**config.mk**
```make
export PLATFORM = sky130hd
export DESIGN_NAME = markup_tokenizer
export DESIGN_NICKNAME = d
export VERILOG_FILES = /design/src/sv/mtok_pkg.sv /design/src/sv/markup_tokenizer.sv
export SDC_FILE = /design/constraint.sdc
export NUM_CORES = 1
export LEC_CHECK = 0
export BUFFER_PORTS_ARGS = -buffer_cell sky130_fd_sc_hd__buf_2
export CORE_MARGIN = 5
export CORE_UTILIZATION = 43
export CTS_BUF_LIST = sky130_fd_sc_hd__clkbuf_2
export DETAILED_ROUTE_END_ITERATION = 16
export GPL_TIMING_DRIVEN = 0
export PLACE_DENSITY_LB_ADDON = 0.15
export SYNTH_ARGS = -nofsm -noshare
export SYNTH_HDL_FRONTEND = slang
export SYNTH_SLANG_ARGS = --single-unit
```
**constraint.sdc**
```tcl
create_clock -name clk -period 7.4 [get_ports clk]
set_input_delay 0.37 -clock clk [delete_from_list [all_inputs] [get_ports clk]]
set_output_delay 0.37 -clock clk [all_outputs]
set_load 0.02 [all_outputs]
```
**src/sv/mtok_pkg.sv**
```systemverilog
// Package for the markup tokenizer: types, codes and character classes.
`default_nettype none
package mtok_pkg;

  localparam int LINE_BITS = 16;
  localparam int COL_BITS  = 12;

  localparam logic [LINE_BITS-1:0] LINE_MAX = {LINE_BITS{1'b1}};
  localparam logic [COL_BITS-1:0]  COL_MAX  = {COL_BITS{1'b1}};

  // lexer modes
  typedef enum logic [3:0] {
    M_IDLE  = 4'd0,
    M_SLASH = 4'd1,
    M_LCOM  = 4'd2,
    M_BCOM  = 4'd3,
    M_BSTAR = 4'd4,
    M_STR   = 4'd5,
    M_ESC   = 4'd6,
    M_AFTER = 4'd7,
    M_NUM   = 4'd8,
    M_KW    = 4'd9,
    M_DIR   = 4'd10
  } mode_t;

  // token kinds
  localparam logic [3:0] KIND_EOF    = 4'd0;
  localparam logic [3:0] KIND_COLON  = 4'd1;
  localparam logic [3:0] KIND_COMMA  = 4'd2;
  localparam logic [3:0] KIND_EQUAL  = 4'd3;
  localparam logic [3:0] KIND_PLUS   = 4'd4;
  localparam logic [3:0] KIND_AT     = 4'd5;
  localparam logic [3:0] KIND_LPAREN = 4'd6;
  localparam logic [3:0] KIND_RPAREN = 4'd7;
  localparam logic [3:0] KIND_LCURLY = 4'd8;
  localparam logic [3:0] KIND_RCURLY = 4'd9;
  localparam logic [3:0] KIND_STRING = 4'd10;
  localparam logic [3:0] KIND_INT    = 4'd11;
  localparam logic [3:0] KIND_FLOAT  = 4'd12;
  localparam logic [3:0] KIND_BOOL   = 4'd13;
  localparam logic [3:0] KIND_KEYWD  = 4'd14;
  localparam logic [3:0] KIND_DIRECT = 4'd15;

  // error codes
  localparam logic [1:0] ERR_NONE    = 2'd0;
  localparam logic [1:0] ERR_SYMBOL  = 2'd1;
  localparam logic [1:0] ERR_STR_EOF = 2'd2;

  // bool match progress: 1..4 along "true", 5..9 along "false"
  localparam logic [3:0] BM_NONE      = 4'd0;
  localparam logic [3:0] BM_T         = 4'd1;
  localparam logic [3:0] BM_TRUE_END  = 4'd4;
  localparam logic [3:0] BM_F         = 4'd5;
  localparam logic [3:0] BM_FALSE_END = 4'd9;

  localparam logic [7:0] CH_LF     = 8'h0a;
  localparam logic [7:0] CH_SLASH  = 8'h2f;
  localparam logic [7:0] CH_STAR   = 8'h2a;
  localparam logic [7:0] CH_QUOTE  = 8'h22;
  localparam logic [7:0] CH_BSLASH = 8'h5c;
  localparam logic [7:0] CH_UNDER  = 8'h5f;
  localparam logic [7:0] CH_DOT    = 8'h2e;
  localparam logic [7:0] CH_DASH   = 8'h2d;
  localparam logic [7:0] CH_HASH   = 8'h23;
  localparam logic [7:0] CH_AT     = 8'h40;

  typedef struct packed {
    mode_t                mode;
    logic                 dot;
    logic [3:0]           bm;
    logic [LINE_BITS-1:0] line;
    logic [COL_BITS-1:0]  col;
    logic [COL_BITS-1:0]  tstart;
    logic                 halted;
    logic [LINE_BITS-1:0] tline;
    logic [COL_BITS-1:0]  tend;
    logic [COL_BITS-1:0]  scol;
    logic                 joining;
  } lex_st_t;

  typedef struct packed {
    logic                 is_end;
    logic [3:0]           kind;
    logic [7:0]           val;
    logic [LINE_BITS-1:0] line;
    logic [COL_BITS-1:0]  sc;
    logic [COL_BITS-1:0]  ec;
    logic [1:0]           err;
  } res_t;

  function automatic logic is_space(input logic [7:0] c);
    return (c == 8'h20) || (c >= 8'h09 && c <= 8'h0d);
  endfunction

  function automatic logic is_digit(input logic [7:0] c);
    return c >= 8'h30 && c <= 8'h39;
  endfunction

  function automatic logic is_alpha(input logic [7:0] c);
    return (c >= 8'h61 && c <= 8'h7a) || (c >= 8'h41 && c <= 8'h5a);
  endfunction

  function automatic logic is_num(input logic [7:0] c);
    return is_digit(c) || c == CH_DOT || c == CH_DASH;
  endfunction

  function automatic logic is_kw(input logic [7:0] c);
    return is_alpha(c) || is_digit(c) || c == CH_UNDER || c == CH_DOT;
  endfunction

  // single-character punctuation, KIND_EOF when none
  function automatic logic [3:0] punct_kind(input logic [7:0] c);
    logic [3:0] k;
    case (c)
      8'h3a:   k = KIND_COLON;
      8'h2c:   k = KIND_COMMA;
      8'h3d:   k = KIND_EQUAL;
      8'h2b:   k = KIND_PLUS;
      CH_AT:   k = KIND_AT;
      8'h28:   k = KIND_LPAREN;
      8'h29:   k = KIND_RPAREN;
      8'h7b:   k = KIND_LCURLY;
      8'h7d:   k = KIND_RCURLY;
      default: k = KIND_EOF;
    endcase
    return k;
  endfunction

  function automatic logic [3:0] bool_next(input logic [3:0] bm, input logic [7:0] c);
    logic [7:0] want;
    logic       track;
    track = 1'b1;
    case (bm)
      4'd1:    want = 8'h72; // r
      4'd2:    want = 8'h75; // u
      4'd3:    want = 8'h65; // e
      4'd5:    want = 8'h61; // a
      4'd6:    want = 8'h6c; // l
      4'd7:    want = 8'h73; // s
      4'd8:    want = 8'h65; // e
      default: begin
        want  = 8'h00;
        track = 1'b0;
      end
    endcase
    return (track && c == want) ? bm + 4'd1 : BM_NONE;
  endfunction

endpackage
`default_nettype wire

```
**src/sv/markup_tokenizer.sv**
```systemverilog
// Top level of the markup tokenizer: lexer state, item register and result register.
`default_nettype none
// Streaming markup tokenizer. Each input beat is one source byte (in_tdata) or,
// with in_tuser set, the end marker of a document. Whitespace and comments are
// dropped; value characters of strings, numbers, keywords and directives come out
// one beat each, and every token closes with an end beat that carries kind, line
// and start/end columns. A bad symbol reports an error and mutes the block until
// the next end marker. Rate: one input beat per cycle for bytes that cause no
// result, and for bytes that cause one result while the output is not stalled;
// a byte or end marker that causes two results (a pending token closed plus a
// new token or eof/error) holds the input until both are sent, since the single
// output register takes one result beat per cycle. The output register lets the
// next byte be taken while a result waits for out_tready.
module markup_tokenizer
  import mtok_pkg::*;
(
  input  wire logic        clk,
  input  wire logic        rst_n,
  input  wire logic        in_tvalid,
  output      logic        in_tready,
  input  wire logic [7:0]  in_tdata,   // [7:0] in_char
  input  wire logic        in_tuser,   // [0] end_of_input
  output      logic        out_tvalid,
  input  wire logic        out_tready,
  output      logic [55:0] out_tdata,  // [7:0] value_char, [23:8] line,
                                       // [35:24] start_col, [47:36] end_col,
                                       // [49:48] error_code, [55:50] zero
  output      logic [4:0]  out_tuser,  // [0] is_token_end, [4:1] token_kind
  output      logic        out_tlast   // last result of the input beat
);

  localparam lex_st_t ST_RESET = '{mode: M_IDLE, dot: 1'b0, bm: BM_NONE,
                                   line: '0, col: '0, tstart: '0, halted: 1'b0,
                                   tline: '0, tend: '0, scol: '0, joining: 1'b0};

  lex_st_t    st_r, st_nxt;
  logic       item_v_r, item_v_nxt;
  logic [7:0] item_c_r;
  logic       item_e_r;
  logic       idx_r, idx_nxt;
  logic       out_v_r, out_v_nxt;
  res_t       out_res_r, out_res_nxt;
  logic       out_last_r, out_last_nxt;

  // results of the held item against the current lexer state
  res_t       res [2];
  logic [1:0] cnt;
  lex_st_t    ns;
  logic       done;
  logic       out_free;

  function automatic res_t mk(input logic e, input logic [3:0] k, input logic [7:0] v,
                              input logic [LINE_BITS-1:0] ln,
                              input logic [COL_BITS-1:0] sc,
                              input logic [COL_BITS-1:0] ec, input logic [1:0] err);
    res_t r;
    r.is_end = e;
    r.kind   = k;
    r.val    = v;
    r.line   = ln;
    r.sc     = sc;
    r.ec     = ec;
    r.err    = err;
    return r;
  endfunction

  // token end for the pending token
  function automatic res_t finish(input lex_st_t s);
    logic [3:0] k;
    if (s.joining) begin
      k = KIND_STRING;
    end else if (s.mode == M_NUM) begin
      k = s.dot ? KIND_FLOAT : KIND_INT;
    end else if (s.mode == M_KW) begin
      k = (s.bm == BM_TRUE_END || s.bm == BM_FALSE_END) ? KIND_BOOL : KIND_KEYWD;
    end else begin
      k = KIND_DIRECT;
    end
    return mk(1'b1, k, 8'h00, s.tline, s.tstart, s.tend, ERR_NONE);
  endfunction

  // lexer step
  always_comb begin
    logic [7:0]          c;
    logic [COL_BITS-1:0] cur;
    logic                go_idle;
    logic [3:0]          pk;
    c       = item_c_r;
    cur     = st_r.col;
    ns      = st_r;
    cnt     = 2'd0;
    go_idle = 1'b0;
    res[0]  = '0;
    res[1]  = '0;
    pk      = punct_kind(c);

    if (st_r.halted) begin
      if (item_e_r) ns = ST_RESET;
    end else if (item_e_r) begin
      case (st_r.mode)
        M_STR, M_ESC: begin
          res[0] = mk(1'b1, KIND_STRING, 8'h00, st_r.tline, st_r.tstart, st_r.col,
                      ERR_STR_EOF);
          cnt = 2'd1;
        end
        M_SLASH: begin
          if (st_r.joining) begin
            res[cnt[0]] = finish(st_r);
            cnt = cnt + 2'd1;
          end
          res[cnt[0]] = mk(1'b1, KIND_EOF, CH_SLASH, st_r.line, st_r.scol, st_r.scol,
                           ERR_SYMBOL);
          cnt = cnt + 2'd1;
        end
        M_LCOM, M_BCOM, M_BSTAR, M_AFTER, M_NUM, M_KW, M_DIR: begin
          if (st_r.joining || st_r.mode == M_AFTER || st_r.mode == M_NUM ||
              st_r.mode == M_KW || st_r.mode == M_DIR) begin
            res[cnt[0]] = finish(st_r);
            cnt = cnt + 2'd1;
          end
          res[cnt[0]] = mk(1'b1, KIND_EOF, 8'h00, st_r.line, st_r.col, st_r.col, ERR_NONE);
          cnt = cnt + 2'd1;
        end
        default: begin
          res[0] = mk(1'b1, KIND_EOF, 8'h00, st_r.line, st_r.col, st_r.col, ERR_NONE);
          cnt = 2'd1;
        end
      endcase
      ns = ST_RESET;
    end else begin
      case (st_r.mode)
        M_SLASH: begin
          if (c == CH_SLASH) begin
            ns.mode = M_LCOM;
          end else if (c == CH_STAR) begin
            ns.mode = M_BCOM;
          end else begin
            if (st_r.joining) begin
              res[cnt[0]] = finish(st_r);
              cnt = cnt + 2'd1;
              ns.joining = 1'b0;
            end
            res[cnt[0]] = mk(1'b1, KIND_EOF, CH_SLASH, st_r.line, st_r.scol, st_r.scol,
                             ERR_SYMBOL);
            cnt = cnt + 2'd1;
            ns.halted = 1'b1;
            ns.mode   = M_IDLE;
          end
        end
        M_LCOM: begin
          if (c == CH_LF) ns.mode = st_r.joining ? M_AFTER : M_IDLE;
        end
        M_BCOM: begin
          if (c == CH_STAR) ns.mode = M_BSTAR;
        end
        M_BSTAR: begin
          if (c == CH_SLASH) ns.mode = st_r.joining ? M_AFTER : M_IDLE;
          else if (c != CH_STAR) ns.mode = M_BCOM;
        end
        M_STR: begin
          if (c == CH_BSLASH) begin
            ns.mode = M_ESC;
          end else if (c == CH_QUOTE) begin
            ns.tend    = cur;
            ns.mode    = M_AFTER;
            ns.joining = 1'b1;
          end else begin
            res[0] = mk(1'b0, KIND_STRING, c, st_r.line, st_r.tstart, cur, ERR_NONE);
            cnt = 2'd1;
          end
        end
        M_ESC: begin
          res[0] = mk(1'b0, KIND_STRING, c, st_r.line, st_r.tstart, cur, ERR_NONE);
          cnt = 2'd1;
          ns.mode = M_STR;
        end
        M_AFTER: begin
          if (is_space(c)) begin
            ns.mode = M_AFTER;
          end else if (c == CH_QUOTE) begin
            ns.mode = M_STR;
          end else if (c == CH_SLASH) begin
            ns.mode = M_SLASH;
            ns.scol = cur;
          end else begin
            res[0] = finish(st_r);
            cnt = 2'd1;
            go_idle = 1'b1;
          end
        end
        M_NUM: begin
          if (is_num(c)) begin
            if (c == CH_DOT) ns.dot = 1'b1;
            ns.tend = cur;
            res[0] = mk(1'b0, KIND_INT, c, st_r.line, st_r.tstart, cur, ERR_NONE);
            cnt = 2'd1;
          end else begin
            res[0] = finish(st_r);
            cnt = 2'd1;
            go_idle = 1'b1;
          end
        end
        M_KW: begin
          if (is_kw(c)) begin
            ns.bm   = bool_next(st_r.bm, c);
            ns.tend = cur;
            res[0] = mk(1'b0, KIND_KEYWD, c, st_r.line, st_r.tstart, cur, ERR_NONE);
            cnt = 2'd1;
          end else begin
            res[0] = finish(st_r);
            cnt = 2'd1;
            go_idle = 1'b1;
          end
        end
        M_DIR: begin
          if (is_kw(c)) begin
            ns.tend = cur;
            res[0] = mk(1'b0, KIND_DIRECT, c, st_r.line, st_r.tstart, cur, ERR_NONE);
            cnt = 2'd1;
          end else begin
            res[0] = finish(st_r);
            cnt = 2'd1;
            go_idle = 1'b1;
          end
        end
        default: go_idle = 1'b1;
      endcase

      // start of a new token from idle
      if (go_idle) begin
        ns.mode    = M_IDLE;
        ns.joining = 1'b0;
        if (c == CH_SLASH) begin
          ns.mode = M_SLASH;
          ns.scol = cur;
        end else if (is_space(c)) begin
          ns.mode = M_IDLE;
        end else if (pk != KIND_EOF) begin
          res[cnt[0]] = mk(1'b1, pk, 8'h00, st_r.line, cur, cur, ERR_NONE);
          cnt = cnt + 2'd1;
        end else if (c == CH_HASH || c == CH_QUOTE) begin
          ns.mode   = (c == CH_HASH) ? M_DIR : M_STR;
          ns.tline  = st_r.line;
          ns.tstart = cur;
          ns.tend   = cur;
        end else if (is_num(c)) begin
          ns.mode   = M_NUM;
          ns.dot    = (c == CH_DOT);
          ns.tline  = st_r.line;
          ns.tstart = cur;
          ns.tend   = cur;
          res[cnt[0]] = mk(1'b0, KIND_INT, c, st_r.line, cur, cur, ERR_NONE);
          cnt = cnt + 2'd1;
        end else if (is_alpha(c) || c == CH_UNDER) begin
          ns.mode   = M_KW;
          ns.bm     = (c == 8'h74) ? BM_T : ((c == 8'h66) ? BM_F : BM_NONE);
          ns.tline  = st_r.line;
          ns.tstart = cur;
          ns.tend   = cur;
          res[cnt[0]] = mk(1'b0, KIND_KEYWD, c, st_r.line, cur, cur, ERR_NONE);
          cnt = cnt + 2'd1;
        end else begin
          res[cnt[0]] = mk(1'b1, KIND_EOF, c, st_r.line, cur, cur, ERR_SYMBOL);
          cnt = cnt + 2'd1;
          ns.halted = 1'b1;
          ns.mode   = M_IDLE;
        end
      end

      // position update, saturating
      if (c == CH_LF) begin
        if (st_r.line != LINE_MAX) ns.line = st_r.line + 1'b1;
        ns.col = '0;
      end else if (st_r.col != COL_MAX) begin
        ns.col = st_r.col + 1'b1;
      end
    end
  end

  // drain held item: a beat per cycle if output free; state commits on last beat
  always_comb begin
    out_free     = !out_v_r || out_tready;
    done         = 1'b0;
    idx_nxt      = idx_r;
    out_v_nxt    = out_v_r && !out_tready;
    out_res_nxt  = out_res_r;
    out_last_nxt = out_last_r;
    st_nxt       = st_r;
    if (item_v_r) begin
      if (cnt == 2'd0) begin
        done = 1'b1;
      end else if (out_free) begin
        out_v_nxt    = 1'b1;
        out_res_nxt  = res[idx_r];
        out_last_nxt = ({1'b0, idx_r} == cnt - 2'd1);
        if (out_last_nxt) begin
          done    = 1'b1;
          idx_nxt = 1'b0;
        end else begin
          idx_nxt = 1'b1;
        end
      end
    end
    if (done) st_nxt = ns;
    in_tready  = !item_v_r || done;
    item_v_nxt = (item_v_r && !done) || in_tvalid;
  end

  always_ff @(posedge clk) begin
    if (!rst_n) begin
      st_r     <= ST_RESET;
      item_v_r <= 1'b0;
      idx_r    <= 1'b0;
      out_v_r  <= 1'b0;
    end else begin
      st_r     <= st_nxt;
      item_v_r <= in_tready ? in_tvalid : item_v_nxt;
      idx_r    <= idx_nxt;
      out_v_r  <= out_v_nxt;
    end
  end

  // payload registers
  always_ff @(posedge clk) begin
    if (in_tvalid && in_tready) begin
      item_c_r <= in_tdata;
      item_e_r <= in_tuser;
    end
    out_res_r  <= out_res_nxt;
    out_last_r <= out_last_nxt;
  end

  assign out_tvalid = out_v_r;
  assign out_tlast  = out_last_r;
  assign out_tuser  = {out_res_r.kind, out_res_r.is_end};
  assign out_tdata  = {6'b0, out_res_r.err, out_res_r.ec, out_res_r.sc,
                       out_res_r.line, out_res_r.val};

endmodule
`default_nettype wire

```
==> key figures <==
Power
  – Psw: 1.23 mW
  – Pint: 1.45 mW
  – Switching share of power: 0.458
  – Maximum vdd drop: 0.103 mV
  – Clock power frac: 0.194
  – P_leak: 4.13 nW
  – Sequential power share: 0.386
  – Logic pwr share: 0.420
  – Pwr Density: 220 mW/mm^2

STA
  – Final worst-path setup slack: 1.46 ns
  – Fmax: 0.168 GHz
  – Final setup fails: 0
  – Worst Skew: 0.0516 ns
  – Period Utilization, post-route: 0.803
  – Minimum clock period: 5.94 ns
  – Slew HR: 0.107
  – Setup TNS: 0 ns
  – RSZ-0062 raised after global routing: no
  – Worst Tran Pin Value: 1.32 ns
  – Hold Fails Final Rpt: 0
  – Pins Over Slew Limit: 0

Worst hold path
  – Worst Hold Class: input port to register

Clocking
  – Root Buffer: clkbuf_2
  – Clk sink count: 159
  – CTS H-Tree Depth: 4
  – Worst skew pair latency: 0.82 ns
  – Worst-path clk slew: 0.31 ns
  – CTS tree: done
  – Num CTS Buffers: 17
  – Clock Path Buffers: 2

Floorplanning
  – Total core area: 0.0253 sq mm
  – Num ports: 77
  – Die Y: 170 um
  – Die width: 170 um
  – Die area: 0.0290 sq mm
  – Std-Cell Rows: 58
  – Initial core utilization: 0.437

GRT
  – Largest net degree at the start of global routing: 37
  – First-pass GRT wire length: 67900 um
  – GRT overflow: 0
  – GR Util All Layers: 0.300
  – Initial antenna violation count: 1
  – Vias in the first global route: 11400

Placed design
  – Final GP Congestion: 0.975
  – Dpl ws: 1.78 ns
  – I/O Buffers: 69
  – Placed Cells: 1808
  – Post-DP HPWL: 32700 um

Yosys
  – Synth async-reset ratio: 0
  – Count leader, synth: nand2_1
  – Post-synthesis cell type count: 87
  – Syn Std Cell Area: 0.0110 sq mm
  – Area contributors post-synth: edfxtp_1 18%, dfxtp_1 17%, nand2_1 5.6%, o21ai_0 5.5%, a21oi_1 4.9%
  – Synth top area share: 0.177
  – Post-synth EDFFs: 65
  – Synthesized instance count: 1403
  – Post-synthesis sequential area ratio: 0.347
  – Main synth FF type: dfxtp_1
  – Synth Warn #: 0
  – Post-synth top cells: 165 x nand2_1, 123 x nor2_1, 121 x o21ai_0
  – Post-Syn Area per Cell: 7.87 sq um
  – Synth Register Bits: 159
  – Largest area contributor in the synthesized netlist: edfxtp_1

Finish
  – Layout cells sized above 1: 0.107
  – Sequential standard cell area: 0.00383 sq mm
  – Footprint of the multi-input gates: 0.00656 sq mm
  – Synth-to-Final Area Change: 10.6%
  – FILL cells: 2566
  – Post-route insts no fill: 1854
  – Nets: 1528

Detailed routing
  – Routed wire length: 44200 um
  – Via count: 12100
  – Wire per inst: 23.8 um
  – Drt pass-1 iters: 5
  – Drc violations: 0
  – Vias/cell: 6.52
  – Starting DRC count in detailed routing: 1541
  – Antenna Nets Post-Route: 0

Critical path
  – Arrival time worst endpoint: 6.67 ns
  – CP cell instances: clkbuf_1, or2_2, o31ai_1, o211ai_2, buf_2, o2111ai_1, o2111ai_1, a211o_1, a21oi_1, inv_1, ha_1, nand4b_1, mux2_4, a21oi_1, buf_2, buf_1, nand3_1, o21ai_0
  – Max FO, Critical Path: 10
  – Worst Setup Start Kind: register
  – Worst path top cell family by delay: compound AO/OA/AOI/OAI gates
  – Critical path type: register to register
  – Worst stage delay on the critical path: 0.50 ns
  – Worst Setup End Kind: register
  – WP buf/inv: 5
  – Data required time of the worst path: 8.13 ns
  – Worst path slowest cell: o2111ai_1

Job
  – Max-cap violations: 0

Status
  – Status: complete, no violations
[placed cells by master, fill, tap and decap left out, types with 34 or more instances in the layout]
| master | count |
|---|---|
| nor3_1 | 43 |
| dfxtp_1 | 94 |
| nand3_1 | 53 |
| o21ai_0 | 121 |
| a21oi_1 | 108 |
| buf_2 | 78 |
| edfxtp_1 | 65 |
| nor2_1 | 123 |
| clkbuf_1 | 117 |
| a22o_1 | 34 |
| a221oi_1 | 47 |
| nand2_1 | 165 |
[area by class of cell]
type | count | share of cell area
antenna | 3 | 0.000615
buffer | 143 | 0.0481
clock buffer | 18 | 0.00738
clock inverter | 14 | 0.0120
inverter | 23 | 0.00708
multi-input combinational | 1083 | 0.538
sequential | 159 | 0.314
tap | 330 | 0.0338
timing repair buffer | 81 | 0.0390
[flip-flops by register name, summed over array words and instances (netlist names)]
name and cells:
item_c_r 8, idx_r 1, out_tlast 1, item_v_r 1
item_e_r 1, out_tdata 50, out_tuser 5, st_r 91
out_tvalid 1
[kinds of logic (layout without fill, tap and decap cells)]
family                   Yosys count  after routing  share of synthesized area
AND/OR/NAND/NOR                  527            527                      0.235
AO/OA/AOI/OAI                    504            504                      0.312
buffers and inverters            166            279                     0.0610
flip-flops                       159            159                      0.347
multiplexers                      30             30                     0.0283
XOR/XNOR                           9              9                    0.00714
adder cells (fa/ha/maj)            7              7                    0.00794
other                              1              9                   0.000340
[path summary, 6_finish.rpt]
path / from / end / slack [ns] / depth (start not counted)
setup / recovery: item_c_r[0]$_DFFE_PP_ / st_r[40]$_SDFFE_PN0P_ / 1.46 / 18
hold / removal: rst_n / st_r[56]$_SDFFE_PN0P_ / 0.11 / 3
hold reg to reg: st_r[31]$_SDFFE_PN0P_ / st_r[31]$_SDFFE_PN0P_ / 0.49 / 2
setup reg to reg: item_c_r[0]$_DFFE_PP_ / st_r[40]$_SDFFE_PN0P_ / 1.46 / 18
[power groups by stage]
stage               Sequential (mW)  Clock (mW)  Combinational, mW
floorplan                      1.12           0              0.657
global placement               1.06           0               1.07
detailed placement             1.05           0               1.09
CTS                            1.03       0.523               1.09
global route                   1.04       0.567               1.20
finish                         1.03       0.521               1.12
[tightest hold or removal path: stages]
cell      delay (ns)
clkbuf_1        0.26
nand3b_1        0.18
o21ai_0         0.07
[metrics by stage]
step           cell area, sq um  total power, mW   util  hold slack (ns)
2_1_floorplan             11100             1.77      -            0.437
3_3_place_gp              11800             2.13  0.468            0.451
3_5_place_dp              11800             2.14  0.469            0.452
4_1_cts                   12200             2.65  0.483           0.0815
5_1_grt                   12200             2.81  0.483            0.103
6_report                  12200             2.68  0.483            0.112
[per-layer routing]
metal | GRT usage | vias to the layer above | share of wire
li1 | - | 5521 | -
met1 | 0.405 | 5782 | 0.43
met2 | 0.468 | 663 | 0.44
met3 | 0.0706 | 116 | 0.091
met4 | 0.117 | 0 | 0.040
met5 | 0 | - | 0
[what timing repair did]
| item | CTS | global route |
|---|---|---|
| resized for setup | 0 | 0 |
| hold buffers | 11 | 0 |
| endpoints found under the hold margin | 11 | 0 |
| setup buffers | 0 | 0 |
(Power assumes the default switching activity.)
